<file path="src/sv/bvsm_pkg.sv">
package bvsm_pkg;

	// Default width of the raw ADC word.
	localparam int ADC_BITS_DEF = 12;

	// Depth of the queue between the front and the back part.
	localparam int QUEUE_DEPTH_DEF = 2;

	// Configuration port geometry.
	localparam int CFG_DATA_W = 16;
	localparam int CFG_IDX_W  = 2;

	// Register indexes on the configuration port.
	typedef enum logic [CFG_IDX_W-1:0] {
		REG_SENSOR_ENABLE = 2'd0,
		REG_SENSE_RATIO   = 2'd1,
		REG_FULL_MV       = 2'd2,
		REG_EMPTY_MV      = 2'd3
	} reg_idx_t;

	// Conversion and filter constants.
	localparam int unsigned VREF_MV     = 3300;
	localparam int          VREF_W      = 12;
	localparam int unsigned INTERVAL_MS = 1000;
	localparam int          FRAC_BITS   = 8;
	localparam int          Q_BITS      = 24;
	localparam logic [Q_BITS-1:0] SAT_Q8 = 24'hFFFF00;

	// Percent constants.
	localparam int          PCT_W    = 7;
	localparam logic [PCT_W-1:0] FULL_PCT = 7'd100;
	localparam logic [PCT_W-1:0] LOW_PCT  = 7'd15;
	localparam logic [PCT_W-1:0] CRIT_PCT = 7'd5;

	// Configuration register set.
	typedef struct packed {
		logic        sensor_enable;
		logic [15:0] sense_ratio;
		logic [15:0] full_millivolts;
		logic [15:0] empty_millivolts;
	} cfg_t;

endpackage

</file>
<file path="src/sv/bvsm_in_if.sv">
interface bvsm_in_if #(
	parameter int AdcBits = bvsm_pkg::ADC_BITS_DEF
);
	logic               valid;
	logic               ready;
	logic [31:0]        now_ms;
	logic [AdcBits-1:0] adc_raw;

	modport source (output valid, output now_ms, output adc_raw, input ready);
	modport sink (input valid, input now_ms, input adc_raw, output ready);
endinterface

</file>
<file path="src/sv/bvsm_out_if.sv">
interface bvsm_out_if;
	logic        valid;
	logic        ready;
	logic [15:0] pack_millivolts;
	logic [6:0]  charge_percent;
	logic        is_low;
	logic        is_critical;
	logic        sampled;

	modport source (output valid, output pack_millivolts, output charge_percent,
		output is_low, output is_critical, output sampled, input ready);
	modport sink (input valid, input pack_millivolts, input charge_percent,
		input is_low, input is_critical, input sampled, output ready);
endinterface

</file>
<file path="src/sv/bvsm_front.sv">
module bvsm_front #(
	parameter int AdcBits = bvsm_pkg::ADC_BITS_DEF
) (
	input  logic               clk,
	input  logic               arst_n,
	input  logic               sensor_enable,
	bvsm_in_if.sink            items,
	input  logic               push_ready,
	output logic               push_valid,
	output logic [AdcBits+1:0] push_data
);
	import bvsm_pkg::*;

	logic [31:0] last_q;
	logic        primed_q;
	logic [31:0] elapsed;
	logic        take;
	logic        first;

	// Decide at acceptance whether this word feeds the filter.
	assign elapsed = items.now_ms - last_q;
	assign take    = sensor_enable && (!primed_q || (elapsed >= 32'(INTERVAL_MS)));
	assign first   = take && !primed_q;

	assign items.ready = push_ready;
	assign push_valid  = items.valid;
	assign push_data   = {first, take, items.adc_raw};

	// Sample timer and primed flag.
	always_ff @(posedge clk or negedge arst_n) begin
		if (!arst_n) begin
			last_q   <= '0;
			primed_q <= 1'b0;
		end else if (items.valid && items.ready && take) begin
			last_q   <= items.now_ms;
			primed_q <= 1'b1;
		end
	end

endmodule

</file>
<file path="src/sv/bvsm_queue.sv">
module bvsm_queue #(
	parameter int Width = 14,
	parameter int Depth = bvsm_pkg::QUEUE_DEPTH_DEF
) (
	input  logic             clk,
	input  logic             arst_n,
	input  logic             push_valid,
	output logic             push_ready,
	input  logic [Width-1:0] push_data,
	output logic             pop_valid,
	input  logic             pop_ready,
	output logic [Width-1:0] pop_data
);
	import bvsm_pkg::*;

	localparam int PtrW = (Depth > 1) ? $clog2(Depth) : 1;
	localparam int CntW = $clog2(Depth + 1);

	logic [Width-1:0] entry_q [Depth];
	logic [PtrW-1:0]  wr_q;
	logic [PtrW-1:0]  rd_q;
	logic [CntW-1:0]  count_q;
	logic             do_push;
	logic             do_pop;

	assign push_ready = (count_q != CntW'(Depth));
	assign pop_valid  = (count_q != '0);
	assign pop_data   = entry_q[rd_q];
	assign do_push    = push_valid && push_ready;
	assign do_pop     = pop_valid && pop_ready;

	// Circular buffer with separate read and write pointers.
	always_ff @(posedge clk or negedge arst_n) begin
		if (!arst_n) begin
			wr_q    <= '0;
			rd_q    <= '0;
			count_q <= '0;
		end else begin
			if (do_push) begin
				entry_q[wr_q] <= push_data;
				wr_q <= (wr_q == PtrW'(Depth - 1)) ? '0 : wr_q + 1'b1;
			end
			if (do_pop) begin
				rd_q <= (rd_q == PtrW'(Depth - 1)) ? '0 : rd_q + 1'b1;
			end
			if (do_push && !do_pop) begin
				count_q <= count_q + 1'b1;
			end else if (do_pop && !do_push) begin
				count_q <= count_q - 1'b1;
			end
		end
	end

endmodule

</file>
<file path="src/sv/bvsm_back.sv">
module bvsm_back #(
	parameter int AdcBits = bvsm_pkg::ADC_BITS_DEF
) (
	input  logic               clk,
	input  logic               arst_n,
	input  bvsm_pkg::cfg_t     cfg,
	input  logic               pop_valid,
	output logic               pop_ready,
	input  logic [AdcBits+1:0] pop_data,
	bvsm_out_if.source         results
);
	import bvsm_pkg::*;

	localparam int ProdW = AdcBits + VREF_W;
	localparam int DenW  = AdcBits + 16;

	typedef enum logic [3:0] {
		ST_IDLE, ST_MUL, ST_CHECK, ST_DIV, ST_FILT, ST_PCT, ST_PDIV, ST_OUT
	} state_t;

	state_t             state_q;
	logic               first_q;
	logic               take_q;
	logic [AdcBits-1:0] raw_q;
	logic [ProdW-1:0]   prod_q;
	logic [DenW-1:0]    den_q;
	logic [DenW-1:0]    rem_q;
	logic [Q_BITS-1:0]  quo_q;
	logic               sat_q;
	logic [4:0]         cnt_q;
	logic [Q_BITS-1:0]  filt_q;
	logic [31:0]        prem_q;
	logic [31:0]        dsr_q;
	logic [PCT_W-1:0]   pct_q;

	logic               res_valid_q;
	logic [15:0]        res_mv_q;
	logic [PCT_W-1:0]   res_pct_q;
	logic               res_low_q;
	logic               res_crit_q;
	logic               res_sampled_q;

	logic [ProdW-1:0]   prod;
	logic [DenW-1:0]    den;
	logic [DenW:0]      rem2;
	logic [DenW:0]      rem_diff;
	logic               rem_ge;
	logic [Q_BITS-1:0]  smp;
	logic [Q_BITS-1:0]  up_step;
	logic [Q_BITS-1:0]  dn_step;
	logic [15:0]        span;
	logic [Q_BITS-1:0]  empty_q8;
	logic [Q_BITS-1:0]  span_q8;
	logic [Q_BITS-1:0]  over_empty;
	logic [31:0]        pnum;
	logic               pdiv_ge;
	logic               out_free;
	logic               load_out;

	// Conversion operands: raw * Vref and (2^AdcBits - 1) * ratio.
	assign prod = ProdW'(raw_q) * ProdW'(VREF_MV);
	assign den  = {cfg.sense_ratio, AdcBits'(0)} - DenW'(cfg.sense_ratio);

	// One restoring step of the conversion division.
	assign rem2     = {rem_q, 1'b0};
	assign rem_ge   = rem2 >= {1'b0, den_q};
	assign rem_diff = rem2 - {1'b0, den_q};

	// Saturated sample and the two filter step sizes.
	assign smp     = (sat_q || (quo_q > SAT_Q8)) ? SAT_Q8 : quo_q;
	assign up_step = (smp - filt_q) >> 2;
	assign dn_step = (filt_q - smp) >> 2;

	// Percent operands; the rounding half span is added to the numerator.
	assign span       = cfg.full_millivolts - cfg.empty_millivolts;
	assign empty_q8   = {cfg.empty_millivolts, FRAC_BITS'(0)};
	assign span_q8    = {span, FRAC_BITS'(0)};
	assign over_empty = filt_q - empty_q8;
	assign pnum       = 32'(over_empty) * 32'(FULL_PCT) + 32'({span, 7'd0});
	assign pdiv_ge    = prem_q >= dsr_q;

	assign out_free  = !res_valid_q || results.ready;
	assign load_out  = (state_q == ST_OUT) && out_free;
	assign pop_ready = (state_q == ST_IDLE);

	assign results.valid           = res_valid_q;
	assign results.pack_millivolts = res_mv_q;
	assign results.charge_percent  = res_pct_q;
	assign results.is_low          = res_low_q;
	assign results.is_critical     = res_crit_q;
	assign results.sampled         = res_sampled_q;

	// Sequencer for conversion, filter update, percent division and result register.
	always_ff @(posedge clk or negedge arst_n) begin
		if (!arst_n) begin
			state_q       <= ST_IDLE;
			first_q       <= 1'b0;
			take_q        <= 1'b0;
			raw_q         <= '0;
			prod_q        <= '0;
			den_q         <= '0;
			rem_q         <= '0;
			quo_q         <= '0;
			sat_q         <= 1'b0;
			cnt_q         <= '0;
			filt_q        <= '0;
			prem_q        <= '0;
			dsr_q         <= '0;
			pct_q         <= '0;
			res_valid_q   <= 1'b0;
			res_mv_q      <= '0;
			res_pct_q     <= '0;
			res_low_q     <= 1'b0;
			res_crit_q    <= 1'b0;
			res_sampled_q <= 1'b0;
		end else begin
			// A new result replaces one that is taken in the same cycle.
			if (load_out) begin
				res_valid_q <= 1'b1;
			end else if (results.valid && results.ready) begin
				res_valid_q <= 1'b0;
			end
			case (state_q)
				ST_IDLE: begin
					if (pop_valid) begin
						first_q <= pop_data[AdcBits+1];
						take_q  <= pop_data[AdcBits];
						raw_q   <= pop_data[AdcBits-1:0];
						state_q <= pop_data[AdcBits] ? ST_MUL : ST_PCT;
					end
				end
				ST_MUL: begin
					prod_q  <= prod;
					den_q   <= den;
					state_q <= ST_CHECK;
				end
				ST_CHECK: begin
					// Quotient of 2^24 or more saturates; this also covers a zero ratio.
					sat_q   <= DenW'(prod_q) >= den_q;
					rem_q   <= DenW'(prod_q);
					quo_q   <= '0;
					cnt_q   <= 5'(Q_BITS - 1);
					state_q <= (DenW'(prod_q) >= den_q) ? ST_FILT : ST_DIV;
				end
				ST_DIV: begin
					rem_q <= rem_ge ? rem_diff[DenW-1:0] : rem2[DenW-1:0];
					quo_q <= {quo_q[Q_BITS-2:0], rem_ge};
					cnt_q <= cnt_q - 1'b1;
					if (cnt_q == '0) begin
						state_q <= ST_FILT;
					end
				end
				ST_FILT: begin
					if (first_q) begin
						filt_q <= smp;
					end else if (smp >= filt_q) begin
						filt_q <= filt_q + up_step;
					end else begin
						filt_q <= filt_q - dn_step;
					end
					state_q <= ST_PCT;
				end
				ST_PCT: begin
					if ((cfg.full_millivolts <= cfg.empty_millivolts) || (filt_q <= empty_q8)) begin
						pct_q   <= '0;
						state_q <= ST_OUT;
					end else if (over_empty >= span_q8) begin
						pct_q   <= FULL_PCT;
						state_q <= ST_OUT;
					end else begin
						prem_q  <= pnum;
						dsr_q   <= 32'({span, 14'd0});
						pct_q   <= '0;
						cnt_q   <= 5'(PCT_W - 1);
						state_q <= ST_PDIV;
					end
				end
				ST_PDIV: begin
					if (pdiv_ge) begin
						prem_q <= prem_q - dsr_q;
					end
					dsr_q <= dsr_q >> 1;
					pct_q <= {pct_q[PCT_W-2:0], pdiv_ge};
					cnt_q <= cnt_q - 1'b1;
					if (cnt_q == '0) begin
						state_q <= ST_OUT;
					end
				end
				ST_OUT: begin
					if (out_free) begin
						res_mv_q      <= filt_q[Q_BITS-1:FRAC_BITS];
						res_pct_q     <= pct_q;
						res_low_q     <= pct_q <= LOW_PCT;
						res_crit_q    <= pct_q <= CRIT_PCT;
						res_sampled_q <= take_q;
						state_q       <= ST_IDLE;
					end
				end
				default: begin
					state_q <= ST_IDLE;
				end
			endcase
		end
	end

endmodule

</file>
<file path="src/sv/battery_voltage_soc_monitor_top.sv">
// A word that does not sample goes from acceptance straight to the percent step and the
// result register (the percent division is skipped at 0 or 100 percent); one that samples
// first passes the 24-step conversion division, unless it saturates, and the filter update;
// the 7-step percent division in the back sequencer follows when it is needed.
// The back sequencer takes a new word only once the result of the last one is registered
// and holds while a result waits; the front takes words into a short queue meanwhile.
// Reset: arst_n clears the filter, sample timer and queue at once; no clearing pass.
module battery_voltage_soc_monitor_top #(
	parameter int AdcBits    = bvsm_pkg::ADC_BITS_DEF,
	parameter int QueueDepth = bvsm_pkg::QUEUE_DEPTH_DEF
) (
	input  logic                            clk,
	input  logic                            arst_n,
	bvsm_in_if.sink                         items,
	bvsm_out_if.source                      results,
	input  logic                            cfg_we,
	input  logic [bvsm_pkg::CFG_IDX_W-1:0]  cfg_index,
	input  logic [bvsm_pkg::CFG_DATA_W-1:0] cfg_wdata
);
	import bvsm_pkg::*;

	cfg_t               cfg_q;
	logic               push_valid;
	logic               push_ready;
	logic [AdcBits+1:0] push_data;
	logic               pop_valid;
	logic               pop_ready;
	logic [AdcBits+1:0] pop_data;

	// Configuration registers.
	always_ff @(posedge clk or negedge arst_n) begin
		if (!arst_n) begin
			cfg_q.sensor_enable    <= 1'b0;
			cfg_q.sense_ratio      <= 16'd11495;
			cfg_q.full_millivolts  <= 16'd12600;
			cfg_q.empty_millivolts <= 16'd9000;
		end else if (cfg_we) begin
			case (reg_idx_t'(cfg_index))
				REG_SENSOR_ENABLE: cfg_q.sensor_enable    <= cfg_wdata[0];
				REG_SENSE_RATIO:   cfg_q.sense_ratio      <= cfg_wdata;
				REG_FULL_MV:       cfg_q.full_millivolts  <= cfg_wdata;
				REG_EMPTY_MV:      cfg_q.empty_millivolts <= cfg_wdata;
				default: begin
				end
			endcase
		end
	end

	// Front: accepts words and decides which ones sample.
	bvsm_front #(.AdcBits(AdcBits)) u_front (
		.clk           (clk),
		.arst_n        (arst_n),
		.sensor_enable (cfg_q.sensor_enable),
		.items         (items),
		.push_ready    (push_ready),
		.push_valid    (push_valid),
		.push_data     (push_data)
	);

	// Queue between front and back.
	bvsm_queue #(.Width(AdcBits + 2), .Depth(QueueDepth)) u_queue (
		.clk        (clk),
		.arst_n     (arst_n),
		.push_valid (push_valid),
		.push_ready (push_ready),
		.push_data  (push_data),
		.pop_valid  (pop_valid),
		.pop_ready  (pop_ready),
		.pop_data   (pop_data)
	);

	// Back: conversion, filter and percent.
	bvsm_back #(.AdcBits(AdcBits)) u_back (
		.clk       (clk),
		.arst_n    (arst_n),
		.cfg       (cfg_q),
		.pop_valid (pop_valid),
		.pop_ready (pop_ready),
		.pop_data  (pop_data),
		.results   (results)
	);

endmodule

</file>
<file path="src/flat_wrapper.sv">
// flat-port wrapper written by rule: the top's interface ports become plain ports
module battery_voltage_soc_monitor_top_flat import bvsm_pkg::*;
#(
	parameter int AdcBits    = bvsm_pkg::ADC_BITS_DEF,
	parameter int QueueDepth = bvsm_pkg::QUEUE_DEPTH_DEF
)
  (clk, arst_n, cfg_we, cfg_index, cfg_wdata, items_valid, items_now_ms, items_adc_raw, items_ready, results_valid, results_pack_millivolts, results_charge_percent, results_is_low, results_is_critical, results_sampled, results_ready);
  bvsm_in_if #(.AdcBits(AdcBits)) items_i ();
  bvsm_out_if results_i ();
  input  logic clk;
  input  logic arst_n;
  input  logic cfg_we;
  input  logic [bvsm_pkg::CFG_IDX_W-1:0] cfg_index;
  input  logic [bvsm_pkg::CFG_DATA_W-1:0] cfg_wdata;
  input wire logic [$bits(items_i.valid)-1:0] items_valid;
  input wire logic [$bits(items_i.now_ms)-1:0] items_now_ms;
  input wire logic [$bits(items_i.adc_raw)-1:0] items_adc_raw;
  output wire logic [$bits(items_i.ready)-1:0] items_ready;
  output wire logic [$bits(results_i.valid)-1:0] results_valid;
  output wire logic [$bits(results_i.pack_millivolts)-1:0] results_pack_millivolts;
  output wire logic [$bits(results_i.charge_percent)-1:0] results_charge_percent;
  output wire logic [$bits(results_i.is_low)-1:0] results_is_low;
  output wire logic [$bits(results_i.is_critical)-1:0] results_is_critical;
  output wire logic [$bits(results_i.sampled)-1:0] results_sampled;
  input wire logic [$bits(results_i.ready)-1:0] results_ready;
  assign items_i.valid = items_valid;
  assign items_i.now_ms = items_now_ms;
  assign items_i.adc_raw = items_adc_raw;
  assign items_ready = items_i.ready;
  assign results_valid = results_i.valid;
  assign results_pack_millivolts = results_i.pack_millivolts;
  assign results_charge_percent = results_i.charge_percent;
  assign results_is_low = results_i.is_low;
  assign results_is_critical = results_i.is_critical;
  assign results_sampled = results_i.sampled;
  assign results_i.ready = results_ready;
  battery_voltage_soc_monitor_top #(.AdcBits(AdcBits), .QueueDepth(QueueDepth)) u_core (.clk(clk), .arst_n(arst_n), .items(items_i), .results(results_i), .cfg_we(cfg_we), .cfg_index(cfg_index), .cfg_wdata(cfg_wdata));
endmodule
</file>
<file path="config.mk">
export PLATFORM = sky130hd
export DESIGN_NAME = battery_voltage_soc_monitor_top_flat
export DESIGN_NICKNAME = d
export VERILOG_FILES = /design/src/sv/bvsm_pkg.sv /design/src/sv/bvsm_in_if.sv /design/src/sv/bvsm_out_if.sv /design/src/sv/bvsm_front.sv /design/src/sv/bvsm_queue.sv /design/src/sv/bvsm_back.sv /design/src/sv/battery_voltage_soc_monitor_top.sv /design/src/flat_wrapper.sv
export SDC_FILE = /design/constraint.sdc
export NUM_CORES = 1
export LEC_CHECK = 0
export BUFFER_PORTS_ARGS = -buffer_cell sky130_fd_sc_hd__buf_2
export CORE_ASPECT_RATIO = 0.75
export CORE_MARGIN = 1
export CORE_UTILIZATION = 57
export CTS_CLUSTER_DIAMETER = 120
export CTS_CLUSTER_SIZE = 10
export DETAILED_ROUTE_END_ITERATION = 6
export GPL_ROUTABILITY_DRIVEN = 0
export GPL_TIMING_DRIVEN = 0
export MAX_ROUTING_LAYER = met4
export PLACE_DENSITY = 0.77
export SKIP_LAST_GASP = 1
export SLEW_MARGIN = 0
export SYNTH_ARGS = -nofsm -noshare
export SYNTH_HDL_FRONTEND = slang
export SYNTH_HIERARCHICAL = 1
export SYNTH_SLANG_ARGS = --single-unit
</file>
<file path="constraint.sdc">
create_clock -name clk -period 6.9 [get_ports clk]
set_input_delay 1.38 -clock clk [delete_from_list [all_inputs] [get_ports clk]]
set_output_delay 1.38 -clock clk [all_outputs]
set_load 0.01 [all_outputs]
</file>
==> reports/results.md <==
| Group | Result | This run |
|:---|:---|:---|
| layout | Layout-stage area growth over the synthesis result | 9.46% |
| drt | Drt total wl | 90.1 mm |
| place | Count of input and output buffers | 82 |
| worst setup path | Cell with the largest stage delay on the worst path | sky130_fd_sc_hd__dfrtp_1 |
| sta | Part of the cycle the worst path needs | 0.983 |
| drt | Via count | 28938 |
| worst setup path | Worst path max stage delay | 460 ps |
| yosys | Distinct cell type count of the synthesized netlist | 111 |
| yosys | Number of synthesized flops with an enable pin | 28 |
| worst setup path | Crit-path most repeated cell | sky130_fd_sc_hd__buf_6 |
| flow run | Maxcap violations | 0 |
| drt | First-pass iteration count of the detailed router | 7 |
| status | Status | finished, violations left |
| drt | Post-route DRC | 1 |
| sta | Unrepaired setup endpoints after global routing | yes |
| clock tree | Deepest level of the CTS H-tree | 2 |
| floorplan | Horiz. Die Dim | 281 um |
| layout | Leading cell type in the layout, fill and taps excluded | sky130_fd_sc_hd__ha_1 |
| sta | Number of endpoints with negative hold slack in the final report | 0 |
| layout | Fraction of final layout cells with drive strength greater than 1 | 0.117 |
| clock tree | Max Buffers Root-to-Sink | 3 |
| yosys | Number of instances in the synthesized netlist | 3781 |
| place | DP Wirelength | 70.1 mm |
| global route | Global-route usage over all layers | 0.313 |
| sta | Maximum operating frequency | 147 MHz |
| worst hold path | Hold Crit Class | flop to flop |
| floorplan | Std cell rows | 76 |
| clock tree | Clock edge transition at the registers on the reported setup and hold paths | 60 ps |
| clock tree | Root Driver | sky130_fd_sc_hd__clkbuf_16 |
| worst setup path | Class of the most critical setup path | flop to flop |
| drt | Drt first-iter violations | 3221 |
| drt | Drt via density | 6.09 |
| floorplan | Core Box Area | 0.0576 sq mm |
| global route | Via count of the first global-routing pass | 26925 |
| sta | Max-slew headroom | 0.0691 |
| sta | Slew at the pin closest to its max-slew limit | 1390 ps |
| floorplan | Die Y | 211 um |
| floorplan | Number of top-level pins | 95 |
| global route | Total gr overflow | 0 |
| floorplan | Die Outline Area | 0.0595 sq mm |
| sta | Post-layout min period | 6780 ps |
| worst setup path | Crit-path max FO | 10 |
| sta | Count of endpoints failing setup in the final report | 0 |
| global route | Maximum number of pins on one net before global-route repair | 126 |
| worst setup path | Signal arrival time at the worst endpoint | 7260 ps |
| global route | Number of antenna violations at the first check in global routing | 15 |
| clock tree | Insertion delay to the later sink of the worst-skew pair | 590 ps |
| drt | Count of antenna-violating nets left after detailed routing | 0 |
| yosys | Nets in the synthesized netlist | 4308 |
| drt | Average routed wire per standard cell | 19.0 um |
| yosys | Post-synthesis instance area | 0.0333 sq mm |
| clock tree | Number of buffers created by CTS | 42 |
| sta | Count of pins over their slew limit | 0 |
| clock tree | CTS tree | done |
| floorplan | Initial Util | 0.579 |
| global route | Global-route wire length before repair | 145 mm |
| clock tree | Clock sinks | 359 |
| worst setup path | Sort of element at the end of the critical path | flop |
| layout | Final Net Count | 4456 |
| sta | Worst clock skew | 34.5 ps |
| layout | Final design utilization | 0.633 |
| worst setup path | CP startpoint kind | flop |
| yosys | Async S/R FF share, synth | 0.922 |
| yosys | Share of synthesized area occupied by flip-flops and latches | 0.274 |
| yosys | Leading register cell type out of synthesis | sky130_fd_sc_hd__dfrtp_1 |
| layout | Most frequent cells in the layout | 401 x sky130_fd_sc_hd__ha_1, 374 x sky130_fd_sc_hd__inv_1, 321 x sky130_fd_sc_hd__nand2_1, 303 x sky130_fd_sc_hd__dfrtp_1, 277 x sky130_fd_sc_hd__a21oi_1 |
| status | Failing checks | design-rule violations |
| yosys | Yosys warnings | 6 |
| worst setup path | Critical Path RT | 7380 ps |
| yosys | Total of flip-flops plus latches after synthesis | 359 |
| yosys | Mean Syn Cell Area | 8.82 sq um |
## final timing paths
path	start	endpoint	slack, ps	cells after the start
max	u_core/u_back/quo_q[13]	u_core/u_back/filt_q[23]	120	31
min	u_core/u_back/dsr_q[11]	u_core/u_back/dsr_q[11]	480	2
max reg2reg	u_core/u_back/quo_q[13]	u_core/u_back/filt_q[23]	120	31
min reg2reg	u_core/u_back/dsr_q[11]	u_core/u_back/dsr_q[11]	480	2
max in group asynchronous	arst_n	u_core/u_back/quo_q[21]	4420	3
min in group asynchronous	arst_n	u_core/u_front/last_q[2]	790	1
## cells by family after synthesis
family	after synthesis	share of synthesized area
compound gates	1052	0.205
simple gates	1010	0.152
buf+inv	516	0.0631
fa+ha+maj	461	0.186
flops	359	0.274
xor+xnor	215	0.0565
mux	168	0.0631
## area by class of cell
| type | instances | area, sq um |
|---|---|---|
| multi-input cells | 2906 | 22300 |
| fillers | 4827 | 21100 |
| flip-flops and latches | 359 | 9160 |
| inverters | 375 | 1410 |
| clock buffers | 68 | 1150 |
| well taps | 780 | 976 |
| plain buffers | 140 | 733 |
| repair buffers | 105 | 637 |
| clock inverters | 5 | 70.1 |
| diodes | 15 | 37.5 |
## per-stage QoR
stage / worst slack (ps) / instances / hold WS, ps / cell area [sq um] / TNS, ps
2_1_floorplan: 156 / 3781 / 450 / 33300 / 0
3_3_place_gp: -1990 / 4643 / 460 / 34700 / -664420
3_5_place_dp: -1930 / 4646 / 470 / 34800 / -19790
4_1_cts: 20.9 / 4724 / 483 / 36200 / 0
5_1_grt: -92.1 / 4752 / 506 / 36500 / -360
6_report: 118 / 4753 / 478 / 36500 / 0
## flip-flops by register name, indices dropped and copies added, names as in the netlist, 3 cells and up
signal and cells:
u_core/cfg_q 49, u_core/u_back/raw_q 12, u_core/u_back/pct_q 7, u_core/u_back/prod_q 22, u_core/u_back/den_q 28, u_core/u_back/dsr_q 30
u_core/u_back/rem_q 28, u_core/u_back/cnt_q 5, u_core/u_back/quo_q 24, u_core/u_queue/entry_q 28, u_core/u_back/filt_q 24, u_core/u_back/prem_q 32
u_core/u_back/results.charge_percent 7, u_core/u_front/last_q 32, u_core/u_back/results.pack_millivolts 16, u_core/u_back/state_q 3
## repair_timing
action,in CTS,in global routing
pin swaps,9,22
hold buffers,0,0
hold endpoints to repair,0,0
endpoints found under the setup margin,20,16
setup buffers,6,14
gates resized for setup,32,49
## worst max-delay path, delay by kind of cell (launching register included)
family                   cells  cell delay [ps]
AO/OA/AOI/OAI               15             3090
adder cells (fa/ha/maj)      2              610
buffers and inverters        5              730
flip-flops                   1              460
AND/OR/NAND/NOR              9             1750
## layer usage
layer,part of all wire,GRT usage
met1,0.47,0.456
met2,0.41,0.443
met3,0.087,0.0554
met4,0.025,0.0819
met5,0,-
## Yosys cell counts, drive strengths merged, types with 34 or more instances
cell type	instances	area [sq um]
nand2b	43	277
mux2	134	1760
nor2	221	842
inv	375	1410
xnor2	128	1120
o21ai	257	1290
mux2i	34	340
a211oi	55	413
buf	56	374
fa	57	1140
nand4	47	294
nor3	75	392
clkbuf	85	320
xor2	87	762
nand3	66	355
o211ai	36	275
o21a	45	338
dfrtp	311	7780
nand2	323	1210
a21oi	284	1430
nor2b	34	213
ha	403	5040
a21o	130	976
Power is not shown: default switching activity piles up to over one toggle a cycle in this logic, so the estimate is an artifact.
